--- config.mk ---
export PLATFORM = sky130hd
export DESIGN_NAME = fsc_div
export DESIGN_NICKNAME = d
export VERILOG_FILES = /design/src/design/fsc_pkg.sv /design/src/design/fsc_div.sv
export SDC_FILE = /design/constraint.sdc
export NUM_CORES = 1
export LEC_CHECK = 0
export BUFFER_PORTS_ARGS = -buffer_cell sky130_fd_sc_hd__buf_2
export CAP_MARGIN = 40
export CORE_MARGIN = 3
export CORE_UTILIZATION = 25
export CTS_CLUSTER_DIAMETER = 200
export DETAILED_ROUTE_END_ITERATION = 6
export GPL_ROUTABILITY_DRIVEN = 0
export PLACE_DENSITY = 0.41
export REMOVE_ABC_BUFFERS = 1
export SLEW_MARGIN = 20
export SYNTH_ARGS = -nofsm -noshare
export SYNTH_HDL_FRONTEND = slang
export SYNTH_SLANG_ARGS = --single-unit
--- constraint.sdc ---
create_clock -name clk -period 3.1 [get_ports clk]
set_clock_uncertainty 0.2 [all_clocks]
set_input_delay 0.155 -clock clk [delete_from_list [all_inputs] [get_ports clk]]
set_output_delay 0.155 -clock clk [all_outputs]
set_load 0.02 [all_outputs]
--- src/design/fsc_pkg.sv ---
// fsc_pkg: shared types and constants of the forth stack core
// widths, stack and memory sizes, primitive and error codes, item structs
// used by fsc_div and forth_stack_core
`default_nettype none

package fsc_pkg;

	localparam int CELL_BITS    = 32;
	localparam int STACK_DEPTH  = 32;
	localparam int RSTACK_DEPTH = 32;
	localparam int MEM_CELLS    = 1024;
	localparam int SP_BITS      = 6;
	localparam int SIDX_BITS    = $clog2(STACK_DEPTH);
	localparam int RIDX_BITS    = $clog2(RSTACK_DEPTH);
	localparam int MADDR_BITS   = $clog2(MEM_CELLS);
	localparam int FREE_BITS    = 11;
	localparam int DCNT_BITS    = $clog2(CELL_BITS);

	typedef enum logic [4:0] {
		MODE_DUP, MODE_DROP, MODE_SWAP, MODE_OVER, MODE_ROT,
		MODE_ADD, MODE_SUB, MODE_MUL, MODE_DIV, MODE_MOD,
		MODE_TOR, MODE_RFROM, MODE_RFETCH,
		MODE_EQ, MODE_LT, MODE_GT, MODE_ZEQ,
		MODE_FETCH, MODE_STORE, MODE_HERE, MODE_COMMA,
		MODE_LIT, MODE_BRANCH, MODE_ZBRANCH
	} mode_t;

	typedef enum logic [2:0] {
		ERR_OK, ERR_DUNDER, ERR_DOVER, ERR_RUNDER, ERR_ROVER, ERR_DIVZ, ERR_ADDR
	} err_t;

	typedef enum logic [2:0] {
		ST_IDLE, ST_RDB, ST_RDC, ST_EXE, ST_ROT2, ST_DIV, ST_OUT
	} state_t;

	typedef struct packed {
		logic [4:0]                  mode;
		logic signed [CELL_BITS-1:0] inline_cell;
	} cmd_t;

	typedef struct packed {
		logic signed [CELL_BITS-1:0] top_value;
		logic [SP_BITS-1:0]          data_depth;
		logic [SP_BITS-1:0]          return_depth;
		logic                        take_branch;
		logic                        used_inline;
		logic [2:0]                  error_code;
	} rsp_t;

endpackage

`default_nettype wire

--- src/design/fsc_div.sv ---
// fsc_div: unsigned restoring divider, one quotient bit per cycle
// takes magnitudes from forth_stack_core; needs fsc_pkg for the cell width
`default_nettype none

module fsc_div (
	input  wire logic                         clk,
	input  wire logic                         arst_n,
	input  wire logic                         start,
	input  wire logic [fsc_pkg::CELL_BITS-1:0] dividend,
	input  wire logic [fsc_pkg::CELL_BITS-1:0] divisor,
	output logic                              busy,
	output logic                              done,
	output logic [fsc_pkg::CELL_BITS-1:0]     quotient,
	output logic [fsc_pkg::CELL_BITS-1:0]     remainder
);
	import fsc_pkg::*;

	logic                 busy_q, done_q;
	logic [DCNT_BITS-1:0] cnt_q;
	logic [CELL_BITS-1:0] quo_q, rem_q, dvs_q;
	logic [CELL_BITS:0]   trial;

	assign trial = {rem_q, quo_q[CELL_BITS-1]} - {1'b0, dvs_q};

	always_ff @(posedge clk or negedge arst_n) begin
		if (!arst_n) begin
			busy_q <= 1'b0;
			done_q <= 1'b0;
			cnt_q  <= '0;
		end else begin
			done_q <= 1'b0;
			if (start) begin
				busy_q <= 1'b1;
				cnt_q  <= '0;
			end else if (busy_q) begin
				cnt_q <= cnt_q + 1'b1;
				if (cnt_q == DCNT_BITS'(CELL_BITS - 1)) begin
					busy_q <= 1'b0;
					done_q <= 1'b1;
				end
			end
		end
	end

	always_ff @(posedge clk) begin
		if (start) begin
			quo_q <= dividend;
			rem_q <= '0;
			dvs_q <= divisor;
		end else if (busy_q) begin
			if (!trial[CELL_BITS]) begin
				rem_q <= trial[CELL_BITS-1:0];
				quo_q <= {quo_q[CELL_BITS-2:0], 1'b1};
			end else begin
				rem_q <= {rem_q[CELL_BITS-2:0], quo_q[CELL_BITS-1]};
				quo_q <= {quo_q[CELL_BITS-2:0], 1'b0};
			end
		end
	end

	assign busy      = busy_q;
	assign done      = done_q;
	assign quotient  = quo_q;
	assign remainder = rem_q;

endmodule

`default_nettype wire

==> impl_metrics.ini <==
[finish]
seq_area_um2 = 2740
fill_cells = 2452
multiInputGateArea_um2 = 2950
nets = 884
antenna_cells = 0
fin_area_um2 = 8140
area_delta_synth_final_pct = 35.8
mostFrequentLayoutCells = 131 x buf_2, 66 x nand2_1, 66 x dlygate4sd3_1, 64 x edfxtp_1
drive_gt1_share_pct = 32.0
final_common_cell = buf_2

[setup_path]
crit_type = register to register
cpMaxStageDelayCell = or3_1
worstPathArrival_ps = 3110
end_kind = register
crit_path_start_kind = register
crit_required_ps = 3170
path_common_cell = a21o_1
cp_cell_sequence = ha_1, a21o_1, a21o_1, a21o_1, nor2_1, o211a_1, o211ai_4, or3_1, a311oi_2
crit_fanout = 6
slowest_delay_ps = 440

[grt]
grt_pass1_vias = 5279
grt.overflow.total = 0
grt_pass1_wl_um = 27600
grt_max_degree = 48
antenna_found_initial = 0
track_usage_pct = 13.2

[drt]
top_layer_used = met4
first_iter_violations = 204
dr.pass1.iters = 4
drc_errors = 0
routed_wirelength_um = 16900
wl_met2_um = 8350
ant_nets = 0
viasPerCell = 4.57
wl_met3_um = 924
vias = 5055
post_drt_wl_per_cell_um = 15.3
met1_length_um = 7600

[clocking]
root_buffer = clkbuf_16
cts_sinks = 103
clkLatencyLatePin_ps = 370
cts_max_level = 3
path_clk_slew_ps = 80
cts_tree = yes
clock_path_buffers = 2
cts_buffers = 9

[timing]
rsz0062_at_grt = true
max_slew.worst_pin.slew_ps = 656
fin_tns_setup_ps = 0
drv_slew = 0
hold_violations = 0
fin_crit_ps = 3040
finalCritPeriodShare_pct = 98.0
maxSlewHeadroom_pct = 56.3
max_freq_mhz = 329
setup_viol = 0

[flow_run]
maxCapViolCount = 0

[synthesis]
yosysWarnings = 0
synth_cell_types = 65
ys_seq_elements = 103
synthFlopType = edfxtp_1
async_flop_share_pct = 6.80
synth_seq_area_share_pct = 45.7
synthCells = 566
synth_edf_count = 64
syn_area_um2 = 5990
synth.avg_cell_area_um2 = 10.6

[power]
irDropWorstVdd_v = 0.000308
p_total_mw = 3.29
p_leak_nw = 3.71
power_density_nw_per_um2 = 404

[floorplan]
die_h_um = 161
placementRows = 56
die_w_um = 161
coreArea_um2 = 23500
dieArea_um2 = 25900
design.portCount = 133
start_util_pct = 25.5

[placed_design]
hpwl_um = 12300
port_buffers = 132
dpl_cell_area_um2 = 7110

[status]
run_status = finished, final reports clean

[min_path]
hold_class = primary input to register
==> layer usage <==
metal	track usage (%)	vias up
li1	-	2497
met1	16.5	2421
met2	23.1	132
met3	3.40	5
met4	2.46	0
met5	0	-
==> kinds of logic after synthesis <==
family	share of synthesized area, %
fa+ha+maj	7.43
mux	6.66
simple gates	11.9
flops	45.7
buf+inv	5.80
xor+xnor	3.95
compound gates	18.6
==> worst max-delay path, delay by kind of cell (launching register included) <==
kind / cells / cell delay [ps]
fa+ha+maj: 1 / 390
compound gates: 6 / 1310
flops: 1 / 350
simple gates: 2 / 700
==> timing repair <==
action,in CTS,in global routing
hold buffers,66,0
endpoints found under the hold margin,71,0
endpoints found under the setup margin,0,33
setup buffers,0,1
gates resized for setup,0,12
==> path summary, 6_finish.rpt <==
path / end / from / slack, ps / cells after the start
worst max-delay path: remainder[5]$_SDFFE_PP0P_ / remainder[24]$_SDFFE_PP0P_ / 60 / 9
worst min-delay path: busy$_DFF_PN0_ / start / 40 / 3
worst max register to register: remainder[5]$_SDFFE_PP0P_ / remainder[24]$_SDFFE_PP0P_ / 60 / 9
worst min register to register: remainder[18]$_SDFFE_PP0P_ / remainder[18]$_SDFFE_PP0P_ / 320 / 2
max in group asynchronous: busy$_DFF_PN0_ / arst_n / 1910 / 3
min in group asynchronous: cnt_q[3]$_DFFE_PN0P_ / arst_n / 530 / 3
==> where the power goes <==
| group | leakage [nW] | internal [mW] | switching [mW] | total (mW) |
|---|---|---|---|---|
| combinational | 2.55 | 0.242 | 0.261 | 0.503 |
| sequential | 1.00 | 1.55 | 0.0390 | 1.59 |
| clock | 0.154 | 0.585 | 0.615 | 1.20 |
==> per-stage QoR <==
step | cells | utilization, % | hold WS (ps) | setup WS (ps)
floorplan | 542 | - | -341 | -230
global placement | 1023 | 30.2 | -206 | 62.6
detailed placement | 1023 | 30.2 | -202 | 24.3
CTS | 1105 | 34.4 | 34.5 | 5.52
global route | 1106 | 34.6 | 47.8 | -120
finish | 1106 | 34.6 | 37.9 | 61.4
==> synthesized netlist by cell type, drive strengths merged (3+ instances only) <==
cell	n	area, µm²
xnor2	16	140
dfrtp	7	175
o21a	5	37.5
a22oi	3	41.3
inv	44	165
edfxtp	64	1920
o21bai	5	37.5
nor2	45	169
a31oi	8	50.1
clkbuf	16	100
nor2b	3	18.8
o32ai	3	26.3
nand3	5	25.0
a21o	15	114
o21ai	14	70.1
mux2i	5	50.1
o211a	5	57.6
mux2	31	349
nand2	66	248
ha	34	425
buf	8	82.6
and3	12	77.6
dfxtp	32	641
nand4	5	31.3
o31ai	3	32.5
nor3	4	20.0
nand2b	3	18.8
and2	3	23.8
a211oi	9	67.6
a311oi	20	244
a21oi	37	185
xor2	11	96.3
==> final cells by class <==
cell class | instances | area share [%]
Clock buffer | 9 | 2.77
Multi-Input combinational cell | 395 | 36.2
Sequential cell | 103 | 33.7
Inverter | 44 | 2.03
Tap cell | 319 | 4.90
Timing Repair Buffer | 229 | 19.3
Clock inverter | 7 | 1.12
==> registers in the layout (all words and copies together) (netlist names) <==
name,count
cnt_q,5
remainder,32
quotient,32
done,1
dvs_q,32
busy,1
No activity file was read; power rests on OpenSTA's default activity.
